[src/hw/rtl/ljpf_pkg.sv]
// Shared widths, types and arithmetic helpers for the Lennard-Jones pair force unit.
`timescale 1ns / 1ps
package ljpf_pkg;

    localparam int FRAC    = 16;             // fractional bits of coordinates and outputs
    localparam int CW      = 32;             // coordinate and register width
    localparam int OW      = 48;             // result width
    localparam int DW      = 34;             // signed difference width
    localparam int MAGW    = 33;             // difference magnitude width
    localparam int SQW     = 66;             // squared magnitude width
    localparam int R2W     = 67;             // r squared width
    localparam int QW      = 64;             // Q32.32 ratio width, also its divider depth
    localparam int DMW     = 65;             // 2*s12 - s6 magnitude width
    localparam int F24W    = 102;            // 24*eps*dm width
    localparam int MW      = 68;             // multiplier operand width
    localparam int MPW     = 136;            // multiplier product width
    localparam int ML      = 34;             // multiplier limb width
    localparam int MLN     = MW / ML;        // limbs per operand
    localparam int NF      = 47;             // force quotient bits
    localparam int FSH     = CW - FRAC;      // bits dropped below the force quotient
    localparam int SATW    = 72;             // magnitude width fed to the output saturator
    localparam int XN      = 13;             // stages between the two dividers
    localparam int MQ_D    = 4;              // mid queue depth
    localparam int MQ_AW   = 2;
    localparam int OQ_D    = 2;              // result queue depth
    localparam int OQ_AW   = 1;

    localparam logic [CW-1:0] FIX_ONE = CW'(1) << FRAC;

    localparam logic [0:0] REG_SIGMA_SQ = 1'b0;
    localparam logic [0:0] REG_EPSILON  = 1'b1;

    typedef struct packed {
        logic                     tc;
        logic [R2W-1:0]           r2;
        logic [2:0][MAGW-1:0]     mag;
        logic [2:0]               dsn;
    } t_geo;

    typedef struct packed {
        t_geo             geo;
        logic [QW-1:0]    q;
        logic [QW-1:0]    s6;
        logic             pneg;
        logic             dneg;
        logic [OW-1:0]    pot;
        logic [OW-1:0]    pres;
    } t_ctx;

    typedef struct packed {
        logic [2:0][OW-1:0] force_v;
        logic [OW-1:0]      pot;
        logic [OW-1:0]      pres;
        logic               tc;
    } t_res;

    // one restoring step: {quotient bit, new remainder}; rem < den on entry
    function automatic logic [R2W:0] div_step(input logic [R2W-1:0] rem, input logic nb,
                                              input logic [R2W-1:0] den);
        logic [R2W:0] t;
        logic [R2W:0] dd;
        t  = {rem, nb};
        dd = {1'b0, den};
        if (t >= dd) begin
            return {1'b1, R2W'(t - dd)};
        end
        return {1'b0, t[R2W-1:0]};
    endfunction

    // product >> 32, saturated to 64 bits
    function automatic logic [QW-1:0] sat64(input logic [MPW-1:0] p);
        if (|p[MPW-1:96]) begin
            return '1;
        end
        return p[95:32];
    endfunction

    // sign and magnitude to saturated 48-bit two's complement
    function automatic logic [OW-1:0] sat48(input logic [SATW-1:0] m, input logic neg);
        logic [OW-1:0] v;
        v = m[OW-1:0];
        if (|m[SATW-1:OW-1]) begin
            return neg ? {1'b1, {(OW-1){1'b0}}} : {1'b0, {(OW-1){1'b1}}};
        end
        return neg ? (~v + 1'b1) : v;
    endfunction

endpackage

[src/hw/rtl/ljpf_mid_q.sv]
// Four-entry queue decoupling the front end from the force pipeline.
`timescale 1ns / 1ps
module ljpf_mid_q (
    input  logic                i_clk,
    input  logic                i_rst_n,
    input  logic                i_push,
    input  ljpf_pkg::t_geo      i_data,
    output logic                o_full,
    output logic                o_valid,
    output ljpf_pkg::t_geo      o_data,
    input  logic                i_pop
);
    import ljpf_pkg::*;

    t_geo               r_mem [MQ_D];
    logic [MQ_AW-1:0]   r_wp, r_rp;
    logic [MQ_AW:0]     r_cnt;
    logic               push, pop;

    assign o_full  = (r_cnt == (MQ_AW+1)'(MQ_D));
    assign o_valid = (r_cnt != '0);
    assign push    = i_push && !o_full;
    assign pop     = i_pop && o_valid;
    assign o_data  = r_mem[r_rp];

    always_ff @(posedge i_clk) begin
        if (!i_rst_n) begin
            r_wp  <= '0;
            r_rp  <= '0;
            r_cnt <= '0;
        end else begin
            if (push) begin
                r_wp <= r_wp + 1'b1;
            end
            if (pop) begin
                r_rp <= r_rp + 1'b1;
            end
            r_cnt <= r_cnt + (MQ_AW+1)'(push) - (MQ_AW+1)'(pop);
        end
    end

    always_ff @(posedge i_clk) begin
        if (push) begin
            r_mem[r_wp] <= i_data;
        end
    end

endmodule

[config.mk]
export PLATFORM = sky130hd
export DESIGN_NAME = ljpf_mid_q
export DESIGN_NICKNAME = d
export VERILOG_FILES = /design/src/hw/rtl/ljpf_pkg.sv /design/src/hw/rtl/ljpf_mid_q.sv
export SDC_FILE = /design/constraint.sdc
export NUM_CORES = 1
export LEC_CHECK = 0
export ABC_AREA = 1
export BUFFER_PORTS_ARGS = -buffer_cell sky130_fd_sc_hd__buf_4
export CAP_MARGIN = 40
export CELL_PAD_IN_SITES_DETAIL_PLACEMENT = 0
export CELL_PAD_IN_SITES_GLOBAL_PLACEMENT = 1
export CORE_MARGIN = 10
export CORE_UTILIZATION = 30
export CTS_BUF_LIST = sky130_fd_sc_hd__clkbuf_8
export DETAILED_ROUTE_END_ITERATION = 10
export PLACE_DENSITY = 0.64
export SETUP_SLACK_MARGIN = 0.5
export SLEW_MARGIN = 40
export SYNTH_ARGS = -nofsm -noshare
export SYNTH_HDL_FRONTEND = slang
export SYNTH_SLANG_ARGS = --single-unit
[constraint.sdc]
create_clock -name i_clk -period 11.8 [get_ports i_clk]
set_clock_uncertainty 0.15 [all_clocks]
set_input_delay 0.59 -clock i_clk [delete_from_list [all_inputs] [get_ports i_clk]]
set_output_delay 0.59 -clock i_clk [all_outputs]
set_load 0.02 [all_outputs]
; Yosys cells after proc, flatten, opt, wreduce, memory -nomap -nowiden
; Memories as Yosys holds them, arrays and structs flattened. A register that Yosys moved wholly into a read port is not among the register bits.
; Index checks and enable logic that the tools add are counted.
[totals]
ff_bits = 7
latch_bits = 0
ram_bits = 680
romBits = 0
output_inout_bits = 172
word_cells = 17
mem_count = 1
[op_classes]
addsub = 4
n_mul = 0
div_mod_pow = 0
order_cmp = 0
eq_ne = 1
shifts = 0
muxes = 4
bitwise = 0
reduce_logical = 4
[mem_list]
columns = name, words, word_bits, rd, rd_ports_with_merged_regs, wr, line
row1 = r_mem, 4, 170, 1, 1, 1, ljpf_mid_q.sv:15  ; t_geo r_mem [MQ_D];
[op_table]
columns = operator, n
row1 = "2-bit by 1-bit adder with 2-bit output, second input constant", 2
row2 = 2-bit 2-to-1 mux, 2
row3 = 3-bit by 1-bit adder with 3-bit output, 1
row4 = "3-bit == test, second input constant", 1
row5 = 3-bit nonzero test, 1
row6 = 3-bit by 1-bit subtractor with 3-bit output, 1
row7 = 1-bit logical AND, 2
row8 = 1-bit 2-to-1 mux, 2
row9 = 1-bit logical NOT, 1

; Depth between registers and ports, before layout
; Gate-level depths: netlist of the first run.
[logic_depth]
depth_word = 5
ltp_mapped = 10
mapped_depth_nobuf = 10

; Worst setup path after synthesis of the first run
; No wires, ideal clock.
[synth_timing]
kind = register to register
from = register r_cnt[1]
to = memory r_mem[0][0] in the netlist's numbering, enable pin
setup_time_ns = 0.703
t_arrival_ns = 7.785
slack_ns = 3.163
path_stages_with_launch = 5
path_buffers = 0
path_cell_list = dfxtp_1 > nor2_1 > nand2_1 > nand2_1 > nor2_1
[synth_between]
elab_chain_len = 5
[synth_lines]
columns = element, line
row1 = from (decl), ljpf_mid_q.sv:17  ; logic [MQ_AW:0] r_cnt;
row2 = from (signal assigned), ljpf_mid_q.sv:38  ; r_cnt <= r_cnt + (MQ_AW+1)'(push) - (MQ_AW+1)'(pop);
row3 = 3-bit == test, ljpf_mid_q.sv:20  ; assign o_full = (r_cnt == (MQ_AW+1)'(MQ_D));
row4 = 1-bit logical NOT, ljpf_mid_q.sv:22  ; assign push = i_push && !o_full;
row5 = 1-bit logical AND, ljpf_mid_q.sv:22
row6 = 1-bit 2-to-1 mux, ljpf_mid_q.sv:43  ; if (push) begin
row7 = 1-bit 2-to-1 mux (not written as such), ljpf_mid_q.sv:44  ; r_mem[r_wp] <= i_data;
row8 = to (decl), ljpf_mid_q.sv:15
; No other way between the ends.

==> results of run 1 <==
-- layout make-up --
type | instances | area share (%)
multi-input cells | 892 | 13.00
clock inverters | 96 | 1.526
flip-flops and latches | 689 | 62.07
clock buffers | 118 | 4.892
well taps | 1144 | 4.311
repair buffers | 542 | 13.89
diodes | 6 | 0.04523
inverters | 17 | 0.2638
-- metal layers --
layer  global-route usage, %  routed length, um  up-vias
met3                   3.988               4692      114
met1                   15.91              28070     8035
met4                   4.439               1428       10
li1                        -                  -     7613
met5                       0                 62        -
met2                   22.23              32540      483
-- state kept, by name (all words and copies together), names as in the netlist, named ones only --
register	count
r_cnt	3
r_wp	2
r_mem	680
r_rp	2
-- worst min-delay path, stage by stage, from the launching register on --
cell and delay [ns]:
sky130_fd_sc_hd__dfxtp_1 0.34, sky130_fd_sc_hd__a21oi_1 0.06, sky130_fd_sc_hd__nor2_1 0.07
-- path summary, 6_finish.rpt --
| path | start | end | slack (ns) | cells past startpoint |
|---|---|---|---|---|
| worst max-delay path | flop | o_data[90] | 7.20 | 6 |
| worst max register to register | r_cnt[1] | r_mem[3][105] | 8.30 | 6 |
| worst min register to register | r_rp[0] | r_rp[0] | 0.35 | 2 |
| worst min-delay path | r_rp[0] | r_rp[0] | 0.35 | 2 |
-- power by group through the flow --
stage               logic (uW)  clock network [uW]  registers [uW]
floorplan                 1120                   0            3150
global placement          1850                   0            3110
detailed placement        1880                   0            3110
CTS                       1930                2010            3060
global route              2060                2130            3080
finish                    1890                1930            3060
-- logic make-up (layout without fill, tap and decap cells) --
| logic type | Yosys count | count (layout) |
|---|---|---|
| DFF | 689 | 689 |
| AOI/OAI and AO/OA | 517 | 517 |
| and+or+nand+nor | 368 | 368 |
| buffers and inverters | 129 | 773 |
| adders and majority gates | 7 | 7 |
| other | 0 | 6 |
-- synth_stat cells (2+ instances only) --
master                     count  share of area, %
sky130_fd_sc_hd__a21boi_0      2             0.058
sky130_fd_sc_hd__a21oi_1       4             0.078
sky130_fd_sc_hd__inv_1        15              0.22
sky130_fd_sc_hd__clkbuf_1     52              0.76
sky130_fd_sc_hd__dfxtp_1       9              0.70
sky130_fd_sc_hd__ha_1          6              0.29
sky130_fd_sc_hd__edfxtp_1    680                79
sky130_fd_sc_hd__buf_2        21              0.41
sky130_fd_sc_hd__buf_12        3              0.23
sky130_fd_sc_hd__o22ai_1     170               4.1
sky130_fd_sc_hd__o21ai_0     212               4.1
sky130_fd_sc_hd__nor2_1      352               5.1
sky130_fd_sc_hd__buf_4         4              0.12
sky130_fd_sc_hd__buf_8        10              0.58
sky130_fd_sc_hd__buf_6        22              0.96
sky130_fd_sc_hd__o21ai_1     129               2.5
sky130_fd_sc_hd__nand2_1      13              0.19
sky130_fd_sc_hd__nand3_1       3             0.058
-- through the flow --
| step | setup WS, ns | util [%] |
|---|---|---|
| floorplan | 3.163 | - |
| global placement | 7.553 | 34.28 |
| global route | 6.794 | 38.99 |
| finish | 7.201 | 38.99 |
| detailed placement | 7.766 | 34.40 |
| CTS | 6.914 | 38.93 |
-- what timing repair did --
item / 4_1_cts / 5_1_grt
buffers inserted: 0 / 0
endpoints found under the hold margin: 689 / 0
hold buffers: 173 / 0
setup endpoints to repair: 0 / 0
==> metrics list, run 1 <==
- Global-route usage over all layers: 13.18%
- Measured along the y axis, the die boundary spans about 310 um.
- Internal power comes to 4617 uW.
* Share of cell area taken by muxes after synthesis: 0%
- Largest vdd supply drop: between 0.1 and 0.15 mV
- Sequential element share of the synthesized area: 80.02%
- After synthesis, the largest family of logic cells by area is compound AO/OA/AOI/OAI gates.
- The worst setup path is of the flop to output pin kind.
* Slew Limit Headroom: ~45%
- Crit path top cell by count: sky130_fd_sc_hd__buf_4
- Placeable core region: 85,150 um^2
* Count of flip-flops with a built-in enable after synthesis: 680
- For the pin with the worst max-slew slack, the measured transition is 0.8236 ns.
- Commonest non-fill, non-tap cells in the layout: sky130_fd_sc_hd__edfxtp_1, sky130_fd_sc_hd__buf_4, sky130_fd_sc_hd__nor2_1, sky130_fd_sc_hd__o21ai_0, sky130_fd_sc_hd__dlygate4sd3_1
- Row generation in the floorplan step produced ~110 rows.
- Placed Instances: 3,110
- No sink is reached through more buffers than the 3 on the longest clock path.
* Vias: around 16,000
- The via count of the first global-routing pass came to approximately 17,000.
- Worst hold path type: flop to flop
- Share of synthesized cell area in full adder, half adder and majority cells: less than 1%
- Synthesized flop and latch total: 689
- Gate family responsible for the most delay along the worst path: buffers and inverters
- First-pass GRT wire length: 100,700 um
- Initial DRC count: 1,042
- In this run the count of I/O pins placed on the die edge is 346.
- The critical path goes through inv_16, buf_4, buf_6, nor2_1, o22ai_1, buf_4.
- Average cell area after synthesis: between 15 and 20 um^2
- From left edge to right edge, the die measures 312.9 um.
- Initial antenna violation count: 9
- Post-layout instance count excluding filler cells: 3,504
- Filler cells: 7,971
- Total area of multi-input combinational cells: approximately 4300 um^2
- Clock power frac: 28.1%
* Number of antenna-violating nets in the routed design: 0
- In the final routed layout, each cell accounts on average for 19.06 um.
- Setup repair after global routing missed its margin: no
- In the synthesized netlist the dominant register cell turns out to be sky130_fd_sc_hd__edfxtp_1.
- Simple-Gate Fraction of Synth Area: 5.380%
- Compared with the post-synthesis result, the final layout area differs by 28.96%.
- Clock input transition at the sequential cells of the worst setup and hold paths: 0.06 ns
- Power density over the cells: 207.3 nW/um^2
* Switching share of power: between 30% and 40%
- For this design the static power due to leakage is 0.01165 uW.
- For this design, the sink count on the clock tree is between 600 and 700.
- Setup_tns: 0 ns
- Stage delay of the slowest cell on the critical path: 0.71 ns
- Number of vias per cell after detailed routing: 4.639
* Detailed-route DRC error count: 0
- Net load switching power: approximately 2300 uW
- Highest clock frequency the design can meet: 0.2174 GHz
- Largest driver fanout on the critical path: 187
- Clock latency reported for the late side of the worst-skew pair: between 0.7 and 0.8 ns
- Final Wtd Congestion: between 0.7 and 0.8
- Hold Fails Final Rpt: 0
* Data arrival time of the worst path: 3.86 ns
- H-tree Lvls: 3
- Data on the critical path is required at its endpoint by 11.06 ns.
* Max-cap check violation count: 0
- Area taken by flip-flops and latches: slightly above 20,000 um^2
* Pin count of the biggest net entering global routing: 188
- Final hold analysis gives a worst-case slack of about 0.35 ns.
- CTS tree: done
- Number of buffers added by the clock tree synthesis step: 116
* Share of the synthesized netlist area taken by xor and xnor gates: 0%
* Final period utilization: about two fifths
- Library cells used by synthesis: 21
* Die area: 97,930 um^2
- In the final layout, the share of cells above drive strength 1 is between 20 and 25%.
* Final-stage net count: about 2,400
* Leading cell type in the layout, fill and taps excluded: sky130_fd_sc_hd__edfxtp_1
- Number of instances in the synthesized netlist: 1,710
* Critical-path cell with the highest stage delay: sky130_fd_sc_hd__buf_4
- Post-cts sizing count: 0
* Buffer type at the clock tree root: sky130_fd_sc_hd__clkbuf_8
* Synthesized-area fraction occupied by ao, oa, aoi and oai cells: a little over a tenth
- After legalization and detailed placement, the total HPWL measured around 37,000 um.
* Number of iterations in the first detailed-routing pass: 5
- Proportion of synthesized flip-flops having asynchronous set or reset: 0%
- Post-layout min period: 4.599 ns
- Of the total power, combinational logic draws approximately 27%.
- In this run the cell area of the synthesized design comes to between 20,000 and 30,000 um^2.
- The flow ran to the end, and the final reports show no timing, DRC or antenna violations.
- Sum of internal, switching and leakage power: 6881 uW
- Of the total power, registers draw 44.5%.
- Initial standard-cell utilization of the core: 30.24%
- STA classifies the critical path endpoint as an output pin.
- Max-slew violation count: 0
* Setup violation total in the final timing report: 0
- Summing all non-filler instances in the final layout gives an area of 33,200 um^2.
- The final layout contains routed wiring with a total length of 66,800 um.
- Crit path buf inv count: 4
* Remaining Overflow, GRT: 0
* YS warnings: 0
* Net Count, Synth: 1,891
- Number of buffer cells added on primary ports: 345
* Critical path startpoint category: flop
* Total cell area at the placement stage: 29,290 um^2
(Power assumes the default switching activity.)
==> inputs of run 2 (changes only) <==
==> constraint.sdc (replaced) <==
create_clock -name i_clk -period 4.8 [get_ports i_clk]
set_clock_uncertainty 0.15 [all_clocks]
set_input_delay 0.24 -clock i_clk [delete_from_list [all_inputs] [get_ports i_clk]]
set_output_delay 0.24 -clock i_clk [all_outputs]
set_load 0.02 [all_outputs]
==> run 2 against run 1 <==
Against the previous run:
- via count rose by 1.1%
- sequential share of layout area barely moved
- clock power rose by 140%
- highest routed layer unchanged
- critical path depth fell by 1
- global-route usage rose by 0.077 points
- die area did not move
- sequential power rose by 150%
- register-to-register slack got worse by 6.3 ns
- sequential cell count did not move
==> metrics list, run 2 (synthesized netlist as in run 1, its figures left out) <==
- The routability-driven placement congestion ratio came to 0.7517 (+3.7%).
* Post-layout min period: roughly 4 ns
* Post-cts sizing count: 0 (unchanged)
- First-pass GRT wire length: 102,100 um (+1.4%)
- The number of nets with antenna violations after routing came to 0 (unchanged).
- The power density over cell area came to 509.9 nW/um^2 (+150%).
* Placeable core region: 85,150 um^2 (unchanged)
- Initial antenna violation count: 5 (-4)
- The layout overhead on the synthesized area was 29.05% (about the same).
* Number of buffer cells added on primary ports: 345 (unchanged)
- The startpoint identified for the worst register-to-register timing path is r_cnt[1].
- The combined area of the multi-input logic cells was 4315 um^2 (unchanged).
- Die area: 97,930 um^2 (unchanged)
* CTS tree: done
* Clock latency reported for the late side of the worst-skew pair: 0.71 ns (about the same)
* Number of iterations in the first detailed-routing pass: 5 (unchanged)
- The library cells used most frequently in the layout, excluding fill and tap cells, are sky130_fd_sc_hd__edfxtp_1, sky130_fd_sc_hd__buf_4, sky130_fd_sc_hd__nor2_1, sky130_fd_sc_hd__o21ai_0, sky130_fd_sc_hd__dlygate4sd3_1.
* Largest vdd supply drop: 0.3914 mV (+210%)
- Leading cell type in the layout, fill and taps excluded: sky130_fd_sc_hd__edfxtp_1
- The H-tree depth was 3 (unchanged).
- Max-slew violation count: 0 (unchanged)
* Critical path start-end classification: flop to output pin
* Leakage power figure: 0.01162 uW (-0.19%)
* Highest clock frequency the design can meet: 0.2560 GHz
* Die boundary height: 312.9 um (unchanged)
- The detailed-route DRC error count is 0 (unchanged).
- Of the available clock period, the critical path in the final layout requires just over 80%.
- Setup repair after global routing left no endpoint under its margin.
- Layout cell share with drive strength beyond 1: 21.97% (-0.12 points)
- Pin slew with the least headroom to its limit: 1.040 ns (+0.2163 ns)
* Filler cells: 8,042 (+0.89%)
- The headroom to the max-slew limit came to 30.67% (-14 points).
- Detailed Place HPWL: 37,720 um (+1.1%)
- The worst register-to-register path ends at r_mem[1][128].
* Initial standard-cell utilization of the core: 30.24% (unchanged)
- The final setup TNS came to 0 ns (unchanged).
- Launch instance of the worst min-delay path: i_data[7]
- The wire length reported by the detailed router came to 67,280 um (+0.72%).
- The arrival time of the worst setup path is 3.52 ns (-0.34 ns).
* Overall die width: 312.9 um (unchanged)
* R2r setup slk: 1.97 ns (-6.33 ns)
* Vias in the first global route: 17,240 (+0.43%)
- Number of clock sinks: 689 (unchanged)
* Clock input transition at the sequential cells of the worst setup and hold paths: 0.06 ns (about the same)
- Global-route usage over all layers: 13.25% (+0.077 points)
* Critical path startpoint category: flop
- Max-cap check violation count: 0 (unchanged)
* Hold Fails Final Rpt: 0 (unchanged)
* Setup violation total in the final timing report: 0 (unchanged)
- The number of nets in the layout was 2,438 (-0.041%).
* Buffer type at the clock tree root: sky130_fd_sc_hd__clkbuf_8
* Vias: 16,430 (+1.1%)
- The routed length per placed instance came to 19.24 um (+0.95%).
- Hold endpoint: r_mem[2][7]
- Max reg flops: 680 (unchanged)
- Remaining Overflow, GRT: 0 (unchanged)
- The clock tree buffer depth is 3 (unchanged).
- Registers with the highest flip-flop counts: r_mem (680), r_cnt (3)
- Number of buffers added by the clock tree synthesis step: 116 (unchanged)
- Top register by number of flip-flops: r_mem
- The detailed-route vias per instance is 4.700 (+1.3%).
* Data required time of the worst path: 4.41 ns (-6.65 ns)
* Number of stages on the worst hold path: 2 (unchanged)
* Pin count of the biggest net entering global routing: 149 (-21%)
* Crit path capture type: output pin
* Count of boundary I/O pins: 346 (unchanged)
- The flow ran to the end, and the final reports show no timing, DRC or antenna violations.
- Initial DRC count: 1,051 (+0.86%)
- Worst hold path type: input pin to flop
* Largest driver fanout on the critical path: 148 (-21%)
- Sum of internal, switching and leakage power: 16,940 uW (+150%)
- The register area was 20,610 um^2 (unchanged).
- The row count is 107 (unchanged).
- The cell depth of the worst flop-to-flop path is 5 (-1).
run 2: per-layer routing:
metal,wire (um),track usage [%],share of wire (%)
met5,23,0,0.034
met3,4322,3.560,6.4
met4,1285,4.016,1.9
met1,28650,16.49,43
met2,32990,22.34,49
run 2: worst max path at each step:
| stage | end | cells after the start |
|---|---|---|
| global route | o_data[5] | 5 |
| CTS | o_data[5] | 5 |
| global placement | o_data[4] | 5 |
| detailed placement | o_data[5] | 5 |
| finish | o_data[66] | 5 |
| floorplan | r_mem[0][0] | 4 |
run 2: timing repair:
action / in CTS / in global routing
buffers inserted: 0 / 0
hold endpoints to repair: 689 / 0
hold buffers: 173 / 0
run 2: layout make-up:
type                    instances  area share [%]
diodes                          3         0.02260
clock buffers                 117           4.847
clock inverters                93           1.525
inverters                      17          0.2674
multi-input cells             892           12.99
flip-flops and latches        689           62.03
well taps                    1144           4.308
repair buffers                541           14.01
run 2: per-stage QoR:
stage	cell area, um^2	cells	hold WS (ns)	utilization [%]	worst slack, ns
after floorplan	25750	1710	0.1876	-	-1.006
after global placement	29330	3109	0.2881	34.45	1.802
after detailed placement	29370	3110	0.2927	34.49	1.832
after CTS	33220	3493	0.0002320	39.01	0.9707
after global routing	33220	3496	0.03372	39.02	0.7689
final	33220	3496	0.1209	39.02	0.8943
run 2: critical path, cell delays in order, from the launching register on:
cell,delay [ns]
sky130_fd_sc_hd__dfxtp_4,0.70
sky130_fd_sc_hd__clkinv_8,0.46
sky130_fd_sc_hd__buf_12,0.42
sky130_fd_sc_hd__o21ai_1,0.36
sky130_fd_sc_hd__o22ai_1,0.16
sky130_fd_sc_hd__buf_4,0.19
run 2: power breakdown:
group	switching, uW	leakage [uW]	internal [uW]	total, uW
clock network	2270	0.00121	2440	4710
registers	197	0.00630	7330	7520
logic	3100	0.00411	1600	4710
==> inputs of run 3 (changes only) <==
--- a/config.mk
+++ b/config.mk
@@ -14,7 +14,7 @@
 export CORE_UTILIZATION = 30
 export CTS_BUF_LIST = sky130_fd_sc_hd__clkbuf_8
 export DETAILED_ROUTE_END_ITERATION = 10
-export PLACE_DENSITY = 0.64
+export PLACE_DENSITY = 0.66
 export SETUP_SLACK_MARGIN = 0.5
 export SLEW_MARGIN = 40
 export SYNTH_ARGS = -nofsm -noshare
==> constraint.sdc (replaced) <==
create_clock -name i_clk -period 3.4 [get_ports i_clk]
set_clock_uncertainty 0.15 [all_clocks]
set_input_delay 0.17 -clock i_clk [delete_from_list [all_inputs] [get_ports i_clk]]
set_output_delay 0.17 -clock i_clk [all_outputs]
set_load 0.02 [all_outputs]
==> run 3 against run 2 <==
Against the previous run:
- sequential power rose by 41%
- global-route usage rose by 0.97 points
- critical endpoint is now o_data[60]
- clock-buffer cell count fell by 1
- total power rose by 48%
==> metrics list, run 3 (synthesized netlist as in run 1, its figures left out) <==
* Result of the run: complete, no violations
* Part of the total power dissipated in sequential elements: 42.2% (-2.2 points)
* Worst hold path type: input pin to flop
- Registers with the highest flip-flop counts: r_mem (680), r_cnt (3)
- The worst register-to-register path begins at r_cnt[0].
- The I/O pin count came to 346 (unchanged).
- The headroom to the max-slew limit came to 48.79% (+18 points).
* Largest driver fanout on the critical path: 70 (-53%)
* Remaining Overflow, GRT: 0 (unchanged)
- Initial antenna violation count: 12 (+7)
* Core Util, Final: 41.20% (+2.2 points)
- TritonCTS built the clock tree.
* Leading cell type in the layout, fill and taps excluded: sky130_fd_sc_hd__edfxtp_1
- Counting flops per register, the top entry is r_mem.
- The total power is 25,030 uW (+48%).
- Subtracting the final worst setup slack from the clock period gives 2.687 ns.
- Critical path start-end classification: flop to output pin
- The number of fill cells in the layout came to 7,887 (-1.9%).
- Walking the worst path, the cells encountered are buf_12, clkinv_16, buf_12, nor2_1, o22ai_1, buf_4.
- The total net switching power is 8280 uW (+49%).
* Pin count of the biggest net entering global routing: 100 (-33%)
- Logic gate share of total power: 28.6% (+0.8 points)
- In this run the most critical hold path is launched from i_data[143].
* Placeable core region: 85,150 um^2 (unchanged)
- Largest vdd supply drop: 0.5101 mV (+30%)
- The final setup violation count came to 0 (unchanged).
- Avg WL per Cell: 19.75 um (+2.6%)
- The clock network latency to the later pin of the worst-skew pair was 0.72 ns (about the same).
* Critical path startpoint category: flop
- The top cell types in the final layout, fill and taps aside, are sky130_fd_sc_hd__edfxtp_1, sky130_fd_sc_hd__buf_4, sky130_fd_sc_hd__nor2_1, sky130_fd_sc_hd__dlygate4sd3_1, sky130_fd_sc_hd__o21ai_0.
- The DRC marker count from the first detailed-route iteration came to 1,129 (+7.4%).
- Pin slew with the least headroom to its limit: 0.7682 ns (-0.2717 ns)
* Logic depth of the worst register-to-register path: 6 (+1)
* Number of iterations in the first detailed-routing pass: 5 (unchanged)
* Clock power frac: 29.2% (+1.4 points)
* Number of buffer cells added on primary ports: 345 (unchanged)
* Final-stage net count: 2,582 (+5.9%)
- Detailed-route DRC error count: 0 (unchanged)
- The HPWL after detailed placement was 38,810 um (+2.9%).
- The height of the chip came to 312.9 um (unchanged).
- Overall die width: 312.9 um (unchanged)
- Based on the critical path, the design can be clocked at up to 0.3722 GHz.
* Number of stages on the worst hold path: 2 (unchanged)
- The power density over cell area came to 713.5 nW/um^2 (+40%).
* Area overhead of the layout relative to synthesis: 36.27%
* Setup repair after global routing missed its margin: no
- The routability-driven placement congestion ratio came to 0.7688 (+2.3%).
* Final instance area: 35,080 um^2 (+5.6%)
- Vias: 17,140 (+4.3%)
- Buffer type at the clock tree root: sky130_fd_sc_hd__clkbuf_8
- Number of core rows: 107 (unchanged)
- The standby leakage power was 0.01241 uW (+6.7%).
* Crit path capture type: output pin
* Switching share of power: 33.08% (+0.20 points)
- The number of buffers added by the clock tree synthesis step was 116 (unchanged).
- By instance count, the cell type seen most on the critical path is sky130_fd_sc_hd__buf_12.
- Initial standard-cell utilization of the core: 30.24% (unchanged)
- Worst R2R End: r_mem[1][106]
- Stage delay of the slowest cell on the critical path: 0.37 ns (-0.33 ns)
* Number of vias per cell after detailed routing: 4.697 (about the same)
- The final hold violation count came to 0 (unchanged).
* Data required time of the worst path: 3.08 ns (-1.33 ns)
- Max Root-Sink Buffers: 3 (unchanged)
- Data arrival time of the worst path: 2.37 ns (-1.15 ns)
- The CTS clock-pin slew for the worst setup and hold paths was 0.06 ns (about the same).
* Max-cap check violation count: 0 (unchanged)
- Total cell area at the placement stage: 29,570 um^2 (+0.69%)
- R2r setup slk: 1.26 ns (-0.71 ns)
* H-tree Lvls: 3 (unchanged)
- The number of nets with antenna violations after routing was 0 (unchanged).
* Number of clock sinks: 689 (unchanged)
* Final period utilization: 79.03%
- The number of max-slew violations in the final report came to 0 (unchanged).
* Drt total wl: 72,070 um (+7.1%)
* Max reg flops: 680 (unchanged)
- Global-route usage over all layers: 14.22% (+0.97 points)
* First-pass GRT wire length: 108,700 um (+6.5%)
- The path with the worst hold slack has its endpoint at r_mem[2][143].
* Layout cell share with drive strength beyond 1: 22.56% (+0.59 points)
- The slowest stage of the critical path belongs to the cell sky130_fd_sc_hd__dfxtp_4.
- Internal power: 16,750 uW (+47%)
- Vias in the first global route: 18,180 (+5.4%)
- The floorplan die area is 97,930 um^2 (unchanged).
-- run 3: what timing repair did --
| action | CTS | global route |
|---|---|---|
| pin swaps | 0 | 0 |
| endpoints found under the hold margin | 787 | 1 |
| buffers inserted | 5 | 0 |
| resized for setup | 5 | 2 |
| hold buffers | 297 | 1 |
| setup endpoints to repair | 170 | 20 |
| cloned | 3 | 0 |
-- run 3: layout make-up --
cell class | instances | area (um^2) | area share, %
diodes | 5 | 12.51 | 0.03567
clock buffers | 116 | 1597 | 4.551
clock inverters | 101 | 713.2 | 2.033
inverters | 17 | 97.59 | 0.2782
multi-input cells | 892 | 4347 | 12.39
flip-flops and latches | 689 | 20610 | 58.76
well taps | 1144 | 1431 | 4.080
repair buffers | 684 | 6254 | 17.83
repair inverters | 1 | 16.27 | 0.04637
-- run 3: worst max path at each step --
stage                             end  slack, ns  cells after the start
after floorplan           r_mem[0][0]      -0.29                      4
after CTS                  o_data[80]       0.53                      5
final                      o_data[60]       0.71                      6
after detailed placement   o_data[31]       0.94                      5
after global placement     o_data[60]       1.01                      5
after global routing      o_data[157]       0.51                      6
-- run 3: critical path, delay by kind of cell, from the launching register on --
kind | cells | cell delay (ns)
AO/OA/AOI/OAI | 1 | 0.27
buffers and inverters | 4 | 0.81
flip-flops | 1 | 0.37
AND/OR/NAND/NOR | 1 | 0.07
-- run 3: layer usage --
metal / vias up / track usage [%] / share of wire (%)
met5: - / 0 / 0.064
met4: 10 / 4.016 / 2.2
met3: 125 / 4.778 / 8.4
met2: 594 / 23.56 / 48
met1: 8516 / 17.53 / 42
li1: 7893 / - / -
-- run 3: power by group through the flow --
| stage | registers [uW] | clock network [uW] | logic, uW |
|---|---|---|---|
| after floorplan | 10700 | 0 | 3910 |
| after global placement | 10700 | 0 | 6630 |
| after detailed placement | 10800 | 0 | 6710 |
| after CTS | 10600 | 7560 | 7300 |
| after global routing | 10600 | 7950 | 7780 |
| final | 10600 | 7300 | 7170 |
-- run 3: through the flow --
stage	setup slack, ns	hold slack [ns]	TNS (ns)	instances
5_1_grt	0.5085	0.001997	0	3649
4_1_cts	0.5282	0.0007757	0	3643
6_report	0.7131	0.07879	0	3649
2_1_floorplan	-0.2868	0.1173	-186.01	1710
3_3_place_gp	1.006	0.2185	0	3121
3_5_place_dp	0.9386	0.2222	0	3121
